`src/rtl/rtd_pkg.sv`:
```
// rtd_pkg: shared types and constants of the run-length text decoder.
// Depends on nothing; imported by rtd_front, rtd_back and rle_text_run_decoder.
`timescale 1ns / 1ps

package rtd_pkg;

  localparam int unsigned CharW             = 8;
  localparam int unsigned DigitW            = 4;
  localparam int unsigned RunCountW         = 16;
  localparam int unsigned CountWidthDefault = 16;
  localparam int unsigned QueueDepth        = 2;

  localparam logic [CharW-1:0] DigitLow  = 8'h30;
  localparam logic [CharW-1:0] DigitHigh = 8'h39;

  // classified input beat, front to back
  typedef struct packed {
    logic [CharW-1:0]  symbol;
    logic [DigitW-1:0] digit;
    logic              is_digit;
    logic              last;
  } rtd_cls_t;

  // finished run, back to result queue
  typedef struct packed {
    logic [CharW-1:0]     symbol;
    logic [RunCountW-1:0] count;
    logic                 overflow;
    logic                 final_run;
  } rtd_run_t;

endpackage

```
`src/rtl/rtd_fifo.sv`:
```
// rtd_fifo: small register queue used between front and back and for results.
// Depends on nothing outside itself.
`timescale 1ns / 1ps

module rtd_fifo #(
  parameter int unsigned Width = 8,
  parameter int unsigned Depth = 2
) (
  input  logic             clk_i,
  input  logic             rst_ni,
  input  logic             wr_en_i,
  input  logic [Width-1:0] wr_data_i,
  input  logic             rd_en_i,
  output logic [Width-1:0] rd_data_o,
  output logic             full_o,
  output logic             empty_o
);

  localparam int unsigned PtrW = (Depth > 1) ? $clog2(Depth) : 1;
  localparam int unsigned CntW = $clog2(Depth + 1);

  logic [Width-1:0] mem_q [Depth];
  logic [PtrW-1:0]  wr_ptr_q, wr_ptr_d, rd_ptr_q, rd_ptr_d;
  logic [CntW-1:0]  cnt_q, cnt_d;

  function automatic logic [PtrW-1:0] ptr_inc(input logic [PtrW-1:0] p);
    ptr_inc = (p == PtrW'(Depth - 1)) ? '0 : p + PtrW'(1);
  endfunction

  always_comb begin
    wr_ptr_d = wr_en_i ? ptr_inc(wr_ptr_q) : wr_ptr_q;
    rd_ptr_d = rd_en_i ? ptr_inc(rd_ptr_q) : rd_ptr_q;
    cnt_d    = cnt_q;
    if (wr_en_i && !rd_en_i) begin
      cnt_d = cnt_q + CntW'(1);
    end else if (!wr_en_i && rd_en_i) begin
      cnt_d = cnt_q - CntW'(1);
    end
  end

  always_ff @(posedge clk_i or negedge rst_ni) begin
    if (!rst_ni) begin
      wr_ptr_q <= '0;
      rd_ptr_q <= '0;
      cnt_q    <= '0;
    end else begin
      wr_ptr_q <= wr_ptr_d;
      rd_ptr_q <= rd_ptr_d;
      cnt_q    <= cnt_d;
    end
  end

  always_ff @(posedge clk_i) begin
    if (wr_en_i) begin
      mem_q[wr_ptr_q] <= wr_data_i;
    end
  end

  assign rd_data_o = mem_q[rd_ptr_q];
  assign full_o    = (cnt_q == CntW'(Depth));
  assign empty_o   = (cnt_q == '0);

endmodule

```
`src/rtl/rtd_front.sv`:
```
// rtd_front: accepts input bytes and classifies them as digit or symbol.
// Depends on rtd_pkg.
`timescale 1ns / 1ps

module rtd_front import rtd_pkg::*; (
  input  logic             push_i,
  input  logic             full_i,
  input  logic [CharW-1:0] char_in_i,
  input  logic             end_of_text_i,
  output logic             wr_en_o,
  output rtd_cls_t         cls_o
);

  logic [CharW-1:0] offs;

  assign offs    = char_in_i - DigitLow;
  assign wr_en_o = push_i && !full_i;

  always_comb begin
    cls_o          = '0;
    cls_o.symbol   = char_in_i;
    cls_o.digit    = offs[DigitW-1:0];
    cls_o.is_digit = (char_in_i inside {[DigitLow:DigitHigh]});
    cls_o.last     = end_of_text_i;
  end

endmodule

```
`src/rtl/rtd_back.sv`:
```
// rtd_back: run state, saturating decimal count and run emission.
// Depends on rtd_pkg.
`timescale 1ns / 1ps

module rtd_back import rtd_pkg::*; #(
  parameter int unsigned CountWidth = CountWidthDefault
) (
  input  logic     clk_i,
  input  logic     rst_ni,
  input  logic     valid_i,
  input  rtd_cls_t cls_i,
  output logic     rd_en_o,
  input  logic     out_full_i,
  output logic     out_wr_o,
  output rtd_run_t run_o
);

  localparam int unsigned CntW = (CountWidth > RunCountW) ? RunCountW : CountWidth;
  localparam int unsigned VW   = CntW + 4;

  logic [CharW-1:0] sym_q, sym_d;
  logic [CntW-1:0]  cnt_q, cnt_d, cnt_acc;
  logic             held_q, held_d, sat_q, sat_d, sat_acc;
  logic [VW-1:0]    prod;
  logic             fire, ovf;

  assign fire    = valid_i && !out_full_i;
  assign rd_en_o = fire;

  assign prod    = ({4'b0, cnt_q} << 3) + ({4'b0, cnt_q} << 1) + VW'(cls_i.digit);
  assign ovf     = |prod[VW-1:CntW];
  assign cnt_acc = ovf ? '1 : prod[CntW-1:0];
  assign sat_acc = sat_q || ovf;

  always_comb begin
    sym_d    = sym_q;
    cnt_d    = cnt_q;
    held_d   = held_q;
    sat_d    = sat_q;
    out_wr_o = 1'b0;
    run_o    = '0;
    run_o.final_run = cls_i.last;
    if (fire) begin
      if (held_q && cls_i.is_digit) begin
        cnt_d = cnt_acc;
        sat_d = sat_acc;
        if (cls_i.last) begin
          out_wr_o = 1'b1;
          if (cnt_acc != '0) begin
            run_o.symbol   = sym_q;
            run_o.count    = RunCountW'(cnt_acc);
            run_o.overflow = sat_acc;
          end
        end
      end else begin
        if (held_q && cnt_q != '0) begin
          out_wr_o       = 1'b1;
          run_o.symbol   = sym_q;
          run_o.count    = RunCountW'(cnt_q);
          run_o.overflow = sat_q;
        end else if (cls_i.last) begin
          out_wr_o = 1'b1;
        end
        sym_d  = cls_i.symbol;
        cnt_d  = '0;
        sat_d  = 1'b0;
        held_d = 1'b1;
      end
      if (cls_i.last) begin
        sym_d  = '0;
        cnt_d  = '0;
        sat_d  = 1'b0;
        held_d = 1'b0;
      end
    end
  end

  always_ff @(posedge clk_i or negedge rst_ni) begin
    if (!rst_ni) begin
      sym_q  <= '0;
      cnt_q  <= '0;
      held_q <= 1'b0;
      sat_q  <= 1'b0;
    end else begin
      sym_q  <= sym_d;
      cnt_q  <= cnt_d;
      held_q <= held_d;
      sat_q  <= sat_d;
    end
  end

endmodule

```
`src/rtl/rle_text_run_decoder.sv`:
```
// rle_text_run_decoder: top level of the run-length text decoder.
// Depends on rtd_pkg, rtd_front, rtd_back and rtd_fifo.
//
// Input side is a queue write port: a byte beat (char_in_i, end_of_text_i)
// is taken at a clock edge with push high and full low. Result side is a
// queue read port: while empty is low the oldest run sits on run_symbol_o,
// run_count_o, count_overflow_o and final_run_o; pop with empty low takes it.
// Each byte yields zero or one run; the byte flagged end_of_text always
// yields exactly one run with final_run_o set (symbol 0, count 0 if nothing
// was left to close) and returns the parser to its idle state.
// Throughput: one byte per cycle while the result queue has room, set by the
// single count update (count*10 + digit, saturating) in the back end.
// A run closed by a byte goes from the two-entry classify queue through the
// back end, is written into the two-entry result queue and is then on the
// result ports, where it can be popped.
// When the receiver stops popping, the result queue fills, the back end
// halts, and full rises once the classify queue holds two bytes.
// Reset empties both queues and clears the run state.
`timescale 1ns / 1ps

module rle_text_run_decoder import rtd_pkg::*; #(
  parameter int unsigned CountWidth = CountWidthDefault
) (
  input  logic             clk_i,
  input  logic             rst_ni,
  input  logic             push,
  output logic             full,
  input  logic [CharW-1:0] char_in_i,
  input  logic             end_of_text_i,
  output logic             empty,
  input  logic             pop,
  output logic [CharW-1:0] run_symbol_o,
  output logic [RunCountW-1:0] run_count_o,
  output logic             count_overflow_o,
  output logic             final_run_o
);

  localparam int unsigned CntW = (CountWidth > RunCountW) ? RunCountW : CountWidth;
  localparam logic [RunCountW-1:0] CountLimit = RunCountW'({CntW{1'b1}});

  rtd_cls_t cls_in, cls_out;
  rtd_run_t run_in, run_out;
  logic     cls_wr, cls_rd, cls_empty;
  logic     run_wr, run_full;

  rtd_front u_front (
    .push_i        (push),
    .full_i        (full),
    .char_in_i     (char_in_i),
    .end_of_text_i (end_of_text_i),
    .wr_en_o       (cls_wr),
    .cls_o         (cls_in)
  );

  rtd_fifo #(
    .Width ($bits(rtd_cls_t)),
    .Depth (QueueDepth)
  ) u_cls_q (
    .clk_i     (clk_i),
    .rst_ni    (rst_ni),
    .wr_en_i   (cls_wr),
    .wr_data_i (cls_in),
    .rd_en_i   (cls_rd),
    .rd_data_o (cls_out),
    .full_o    (full),
    .empty_o   (cls_empty)
  );

  rtd_back #(
    .CountWidth (CountWidth)
  ) u_back (
    .clk_i      (clk_i),
    .rst_ni     (rst_ni),
    .valid_i    (!cls_empty),
    .cls_i      (cls_out),
    .rd_en_o    (cls_rd),
    .out_full_i (run_full),
    .out_wr_o   (run_wr),
    .run_o      (run_in)
  );

  rtd_fifo #(
    .Width ($bits(rtd_run_t)),
    .Depth (QueueDepth)
  ) u_run_q (
    .clk_i     (clk_i),
    .rst_ni    (rst_ni),
    .wr_en_i   (run_wr),
    .wr_data_i (run_in),
    .rd_en_i   (pop && !empty),
    .rd_data_o (run_out),
    .full_o    (run_full),
    .empty_o   (empty)
  );

  assign run_symbol_o     = run_out.symbol;
  assign run_count_o      = run_out.count;
  assign count_overflow_o = run_out.overflow;
  assign final_run_o      = run_out.final_run;

  a_no_write_when_full: assert property (@(posedge clk_i) disable iff (!rst_ni)
    run_wr |-> !run_full) else $error("result queue overrun");

  a_marker_is_empty: assert property (@(posedge clk_i) disable iff (!rst_ni)
    (!empty && final_run_o && run_count_o == '0) |-> (run_symbol_o == '0 && !count_overflow_o))
    else $error("end marker carries data");

  a_mid_run_nonzero: assert property (@(posedge clk_i) disable iff (!rst_ni)
    (!empty && !final_run_o) |-> (run_count_o != '0)) else $error("zero run emitted");

  a_overflow_at_limit: assert property (@(posedge clk_i) disable iff (!rst_ni)
    (!empty && count_overflow_o) |-> (run_count_o == CountLimit))
    else $error("saturated count below limit");

endmodule
```
`config.mk`:
```
export PLATFORM = sky130hd
export DESIGN_NAME = rle_text_run_decoder
export DESIGN_NICKNAME = d
export VERILOG_FILES = /design/src/rtl/rtd_pkg.sv /design/src/rtl/rtd_fifo.sv /design/src/rtl/rtd_front.sv /design/src/rtl/rtd_back.sv /design/src/rtl/rle_text_run_decoder.sv
export SDC_FILE = /design/constraint.sdc
export NUM_CORES = 1
export LEC_CHECK = 0
export BUFFER_PORTS_ARGS = -buffer_cell sky130_fd_sc_hd__buf_4
export CORE_MARGIN = 2
export CORE_UTILIZATION = 50
export DETAILED_ROUTE_END_ITERATION = 7
export GPL_TIMING_DRIVEN = 0
export PLACE_DENSITY = 0.68
export SYNTH_ARGS = -nofsm -noshare
export SYNTH_HDL_FRONTEND = slang
export SYNTH_SLANG_ARGS = --single-unit
```
`constraint.sdc`:
```
create_clock -name clk_i -period 5.5 [get_ports clk_i]
set_clock_uncertainty 0.1 [all_clocks]
set_input_delay 0.275 -clock clk_i [delete_from_list [all_inputs] [get_ports clk_i]]
set_output_delay 0.275 -clock clk_i [all_outputs]
set_load 0.01 [all_outputs]
```
==> metrics, run 1 <==
Synth Cell Area 5700 sq um; layout cell share with drive strength beyond 1 21.3%; IO Count 41; Port Buffers 40; Max IR drop VDD 259 uV; post_cts resized 0; post-route insts no fill 685; clock buffer depth 2; DR vias/cell 5.68; Hold Path End u_cls_q.mem_q[0][6]; met2 Track Usage GR 30.2%; minimum clock period 4.35 ns; CP endpoint kind flop; Arrival @ worst endpoint 4.36 ns; post-synth top area cell edfxtp_1; ys flop type edfxtp_1; met1 Track Usage GR 29.1%; Site Rows 38; total routed wirelength 11.6 mm; Comb pwr share 40.4%; Max Cap Viol 0; CTS Sinks 106; vias in the first global route 3854; die width 111 microns; CP startpoint kind flop; CP Class flop to flop; critical path fanouts, max 10; Post-Synthesis Cells 487; Yosys reg bits 106; Slew HR 22.4%; post-DP HPWL 8.73 mm; antenna fix cells 0; Hold Fails Final Rpt 0; Die H 111 microns; gr ovfl total 0; gr usage total 19.9%; Clock Latency Late Sink 0.34 ns; antenna-violating nets left 0; Fin Setup TNS 0 ns; RSZ-0062 raised after global routing false; Placed Cells 668; busiest grt layer met2; drt drc 0; initial core utilization 51.9%; Internal 2010 uW; area grow syn2layout 13.7%; H-tree depth 3; Setup Buffers After CTS 0; fin nets 588; Worst R2R Path Depth 15; warnings from Yosys 0; reg2reg setup slack 1.15 ns; Vias 3889; Unique masters post-synth 64; Routability Congestion 0.882; die area 12300 sq um; reg-to-reg startpoint u_cls_q.rd_ptr_q; min-delay worst type primary input to flop; Seq pwr share 40.5%; Worst-Margin Slew 1.16 ns; pwr dens 481 nW/um^2; Seq/Total Area, Yosys 52.9%; ys async rst share 32.1%; hold depth 1; Mapped Nets 535; final setup vio count 0; number of enable flip-flop cells after synthesis 72; WHS 0.0198 ns; switching power share of the total 35.5%; initial DRC count 181; pin count of the biggest net entering global routing 35; share of the cycle needed by the critical path after routing 79.1%; share of the synthesized area in the top cell type 37.9%; Critical Path RT 5.52 ns; number of antenna violations at the first check in global routing 0; most frequent cells in the layout 73 x nand2_1, 72 x edfxtp_1, 41 x buf_4, 34 x dfrtp_1, 33 x ha_1; Clock power frac 19.0%; HP Start char_in_i[0]; Global Route met3 Usage 3.39%; post-layout total power 3110 uW; first drt pass iteration count 4; clock root buffer clkbuf_16; TritonCTS Buffers 9; Crit Reg-Reg Endpoint u_run_q.mem_q[0][4]; top post-synthesis cells by area edfxtp_1 38%, dfrtp_1 15%, ha_1 7.2%; CTS tree done; first-pass GRT wire length 19.6 mm; fin. max-slew vios 0; commonest non-fill, non-tap cell in the layout nand2_1; syn_area_per_cell 11.7 sq um; P_leak 0.00270 uW; Reg clk slew, reported paths 0.07 ns; DR WL/cell 16.9 microns; core area 11000 sq um; Max Freq 0.230 GHz; status complete, no violations; Switch Pwr 1100 uW; Layout Utilization 59.0%
area by class of cell:
| class | count | area [sq um] |
|---|---|---|
| Fill cell | 920 | 4510 |
| Tap cell | 140 | 175 |
| Buffer | 18 | 86.3 |
| Clock inverter | 4 | 28.8 |
| Clock buffer | 12 | 246 |
| Sequential cell | 106 | 3010 |
| Timing Repair Buffer | 42 | 325 |
| Inverter | 12 | 45.0 |
| Multi-Input combinational cell | 351 | 2560 |
stage by stage:
stage               instance area, sq um  setup WS [ns]
finish                              6480           1.15
global route                        6480          0.866
CTS                                 6480           1.18
detailed placement                  6190           1.22
global placement                    6170           1.25
floorplan                           5700           1.75
cells in the mapped netlist (3+ instances only):
| library cell | n |
|---|---|
| ha_1 | 33 |
| o21ai_2 | 9 |
| clkbuf_1 | 8 |
| o211ai_1 | 3 |
| edfxtp_1 | 72 |
| o21ai_0 | 26 |
| mux2_2 | 29 |
| nand3_1 | 9 |
| nand2b_1 | 8 |
| nor4_1 | 5 |
| buf_2 | 6 |
| a21oi_1 | 14 |
| a22o_1 | 9 |
| a21o_1 | 6 |
| mux2i_1 | 9 |
| xnor2_1 | 11 |
| dfrtp_1 | 34 |
| and2_1 | 5 |
| xor2_1 | 7 |
| nor2b_1 | 3 |
| nor3_1 | 5 |
| o21ai_1 | 13 |
| a211oi_1 | 3 |
| o21a_1 | 4 |
| nand2_1 | 73 |
| inv_1 | 12 |
| nor2_1 | 22 |
state kept, by name, summed over array words and instances (netlist names), 2 cells and up:
| signal | cells |
|---|---|
| u_back.sym_q | 8 |
| u_run_q.cnt_q | 2 |
| u_run_q.mem_q | 52 |
| u_cls_q.mem_q | 20 |
| u_back.cnt_q | 16 |
| u_cls_q.cnt_q | 2 |
power by group through the flow:
stage	Sequential (uW)	Combinational (uW)	Clock, uW
floorplan	1240	849	0
global placement	1270	1240	0
detailed placement	1280	1270	0
CTS	1260	1280	603
global route	1290	1390	637
finish	1260	1260	592
worst max-delay path by stage:
stage,startpoint,to,depth (start not counted)
6_report,u_cls_q.rd_ptr_q,u_run_q.mem_q[0][4],15
5_1_grt,u_cls_q.rd_ptr_q,u_run_q.mem_q[0][4],15
4_1_cts,u_cls_q.rd_ptr_q,u_run_q.mem_q[1][4],15
3_5_place_dp,u_cls_q.rd_ptr_q,u_run_q.mem_q[0][4],15
3_3_place_gp,u_cls_q.rd_ptr_q,u_run_q.mem_q[0][4],15
2_1_floorplan,u_cls_q.rd_ptr_q,u_run_q.mem_q[0][14],14
metal layers:
layer,wire [microns],vias up,part of all wire [%]
met5,0,-,0
met4,99,0,0.86
met3,410,6,3.5
met2,5390,90,47
met1,5660,1865,49
li1,-,1928,-
cell families after synthesis:
group,count (synthesis),synth area share [%]
flip-flops,106,52.9
multiplexers,38,7.31
XOR/XNOR,18,2.77
AND/OR/NAND/NOR,146,12.2
buffers and inverters,30,2.31
adder cells (fa/ha/maj),35,7.95
AO/OA/AOI/OAI,114,14.6
timing repair:
action / in CTS / in global routing
hold buffers: 1 / 0
endpoints found under the setup margin: 0 / 0
hold endpoints to repair: 34 / 0
worst max-delay path, cell delays in order (launching register included):
cell,delay (ns)
dfrtp_1,0.35
buf_2,0.28
mux2_2,0.42
ha_1,0.29
ha_1,0.22
inv_1,0.07
fa_1,0.39
nand2b_1,0.20
a21oi_1,0.23
o2111ai_2,0.23
a21bo_1,0.23
a311o_1,0.34
o211ai_2,0.16
buf_6,0.21
nor2_1,0.07
o21ai_0,0.30
No activity file was read; power rests on OpenSTA's default activity.
==> inputs of run 2 (changes only) <==
==> constraint.sdc (replaced) <==
create_clock -name clk_i -period 4.1 [get_ports clk_i]
set_clock_uncertainty 0.1 [all_clocks]
set_input_delay 0.205 -clock clk_i [delete_from_list [all_inputs] [get_ports clk_i]]
set_output_delay 0.205 -clock clk_i [all_outputs]
set_load 0.01 [all_outputs]
==> run 2 against run 1 <==
Via count is 1.4% higher; utilization is 1.6 points higher; clock power is 34% higher; routed wire length is 2.0% higher; combinational power is 38% higher; sequential share of layout area is 1.3 points lower; fmax is 10% higher; largest power group is now combinational cells; highest routed layer unchanged.
==> metrics, run 2 (synthesis results as in run 1) <==
commonest non-fill, non-tap cell in the layout nand2_1 (unchanged); share of the cycle needed by the critical path after routing 96.0% (was 79.1%); number of antenna violations at the first check in global routing 0 (unchanged); critical path fanouts, max 6 (was 10); Max Freq 0.254 GHz (was 0.230 GHz); area grow syn2layout 16.8% (was 13.7%); Regs by FF count u_run_q.mem_q x52, u_cls_q.mem_q x20, u_back.cnt_q x16 (unchanged); Multi-input gate area 2620 sq um (was 2560 sq um); Arrival @ worst endpoint 3.92 ns (was 4.36 ns); dpl ws -0.183 ns (was 1.22 ns); CTS tree done (unchanged); Hold Fails Final Rpt 0 (unchanged); most frequent cells in the layout 73 x nand2_1, 72 x edfxtp_1, 43 x buf_4, 34 x dfrtp_1, 32 x ha_1 (was 73 x nand2_1, 72 x edfxtp_1, 41 x buf_4, 34 x dfrtp_1, 33 x ha_1); max FFs per register 52 (unchanged); clock buffer depth 2 (unchanged); CP max stage delay 0.40 ns (was 0.42 ns); layout cell share with drive strength beyond 1 23.2% (was 21.3%); RSZ-0062 raised after global routing false (unchanged); gr ovfl total 0 (unchanged); TritonCTS Buffers 9 (unchanged); Max Cap Viol 0 (unchanged); Port Buffers 40 (unchanged); CP top delay family compound AO/OA/AOI/OAI gates (unchanged); fin. max-slew vios 0 (unchanged); min-delay worst type primary input to flop (unchanged); fin nets 600 (was 588); Die H 111 microns (unchanged); core area 11000 sq um (unchanged); gr usage total 19.9% (about the same); Reg clk slew, reported paths 0.07 ns (about the same); Clock Latency Late Sink 0.34 ns (about the same); minimum clock period 3.94 ns (was 4.35 ns); P_leak 0.00276 uW (was 0.00270 uW); first-pass GRT wire length 19.7 mm (was 19.6 mm); DR WL/cell 16.9 microns (about the same); die width 111 microns (unchanged); H-tree depth 3 (unchanged); clock root buffer clkbuf_16 (unchanged); initial DRC count 206 (was 181); pwr dens 635 nW/um^2 (was 481 nW/um^2); pin count of the biggest net entering global routing 35 (unchanged); Site Rows 38 (unchanged); CP Class flop to flop (unchanged); post-DP HPWL 8.73 mm (unchanged); total routed wirelength 11.8 mm (was 11.6 mm); antenna fix cells 0 (unchanged); initial core utilization 51.9% (unchanged); Cell Chain, Critical Path buf_6 -> mux2_2 -> ha_1 -> ha_2 -> inv_1 -> fa_1 -> nand2b_4 -> a21oi_2 -> o2111ai_4 -> a21oi_1 -> a311o_1 -> o211ai_4 -> a2111o_1 -> a22o_1 (was buf_2 -> mux2_2 -> ha_1 -> ha_1 -> inv_1 -> fa_1 -> nand2b_1 -> a21oi_1 -> o2111ai_2 -> a21bo_1 -> a311o_1 -> o211ai_2 -> buf_6 -> nor2_1 -> o21ai_0); CTS Sinks 106 (unchanged); Critical Path RT 4.08 ns (was 5.52 ns); Routability Congestion 0.882 (unchanged); DR vias/cell 5.66 (was 5.68); first drt pass iteration count 5 (was 4); IO Count 41 (unchanged); Fill cells 908 (was 920); status complete, no violations (unchanged); Layout Utilization 60.6% (was 59.0%); drt drc 0 (unchanged); Slew HR 23.3% (was 22.4%); WHS 0.0925 ns (was 0.0198 ns); register area 3010 sq um (unchanged); largest register by flop count u_run_q.mem_q (unchanged); slowest stage cell on the critical path fa_1 (was mux2_2); Worst-Margin Slew 1.14 ns (was 1.16 ns); antenna-violating nets left 0 (unchanged); die area 12300 sq um (unchanged); CP endpoint kind flop (unchanged); final worst slack 0.164 ns (was 1.15 ns); vias in the first global route 3893 (was 3854); Vias 3944 (was 3889); Bufs and invs on worst path 2 (was 3); Max IR drop VDD 350 uV (was 259 uV); final setup vio count 0 (unchanged); CP startpoint kind flop (unchanged)
## run 2: what timing repair did
action                                  in CTS  in global routing
endpoints found under the setup margin      44                 57
gates cloned                                 0                  1
hold buffers                                10                  0
pin swaps                                    2                  2
hold endpoints to repair                    52                  0
setup buffers                                0                  2
resized for setup                            4                 11
## run 2: area by class of cell
type | instances | share of cell area, %
plain buffers | 18 | 1.39
clock buffers | 12 | 3.70
clock inverters | 4 | 0.432
inverters | 12 | 0.677
multi-input cells | 351 | 39.3
flip-flops and latches | 106 | 45.3
well taps | 140 | 2.63
repair buffers | 54 | 6.54
## run 2: metal layers
layer | track usage (%) | share of wire, % | up-vias
met3 | 3.39 | 3.9 | 6
li1 | - | - | 1944
met4 | 6.33 | 0.77 | 0
met1 | 29.0 | 48 | 1893
met2 | 30.4 | 47 | 101
met5 | 0 | 0 | -
## run 2: worst paths after layout
check                                 start                   end  slack (ns)  depth (start not counted)
max                        u_cls_q.rd_ptr_q  u_run_q.mem_q[1][14]        0.16                         14
max reg2reg                u_cls_q.rd_ptr_q  u_run_q.mem_q[1][14]        0.16                         14
min in group asynchronous            rst_ni      u_back.cnt_q[15]        0.26                          2
min reg2reg                u_cls_q.wr_ptr_q      u_cls_q.wr_ptr_q        0.40                          1
max in group asynchronous            rst_ni       u_back.sym_q[0]        3.31                          2
min                                    push      u_cls_q.wr_ptr_q        0.09                          3
## run 2: tightest hold or removal path, cell delays in order
cell and delay, ns:
buf_4 0.11, nand2_1 0.11, xnor2_1 0.07
## run 2: power breakdown
part	switching [uW]	leakage [uW]	total, uW	internal [uW]
registers	148	0.00113	1700	1550
clock network	366	0.000129	795	429
logic	989	0.00151	1740	748
total	1500	0.00276	4230	2730
## run 2: stage by stage
| stage | total power (uW) | std cells | setup TNS [ns] | cell area [sq um] |
|---|---|---|---|---|
| after global routing | 4510 | 697 | 0 | 6660 |
| after detailed placement | 3420 | 668 | -2.47 | 6190 |
| after floorplan | 2810 | 487 | 0 | 5700 |
| after global placement | 3360 | 667 | -1.63 | 6170 |
| final | 4230 | 697 | 0 | 6660 |
| after CTS | 4230 | 694 | 0 | 6580 |
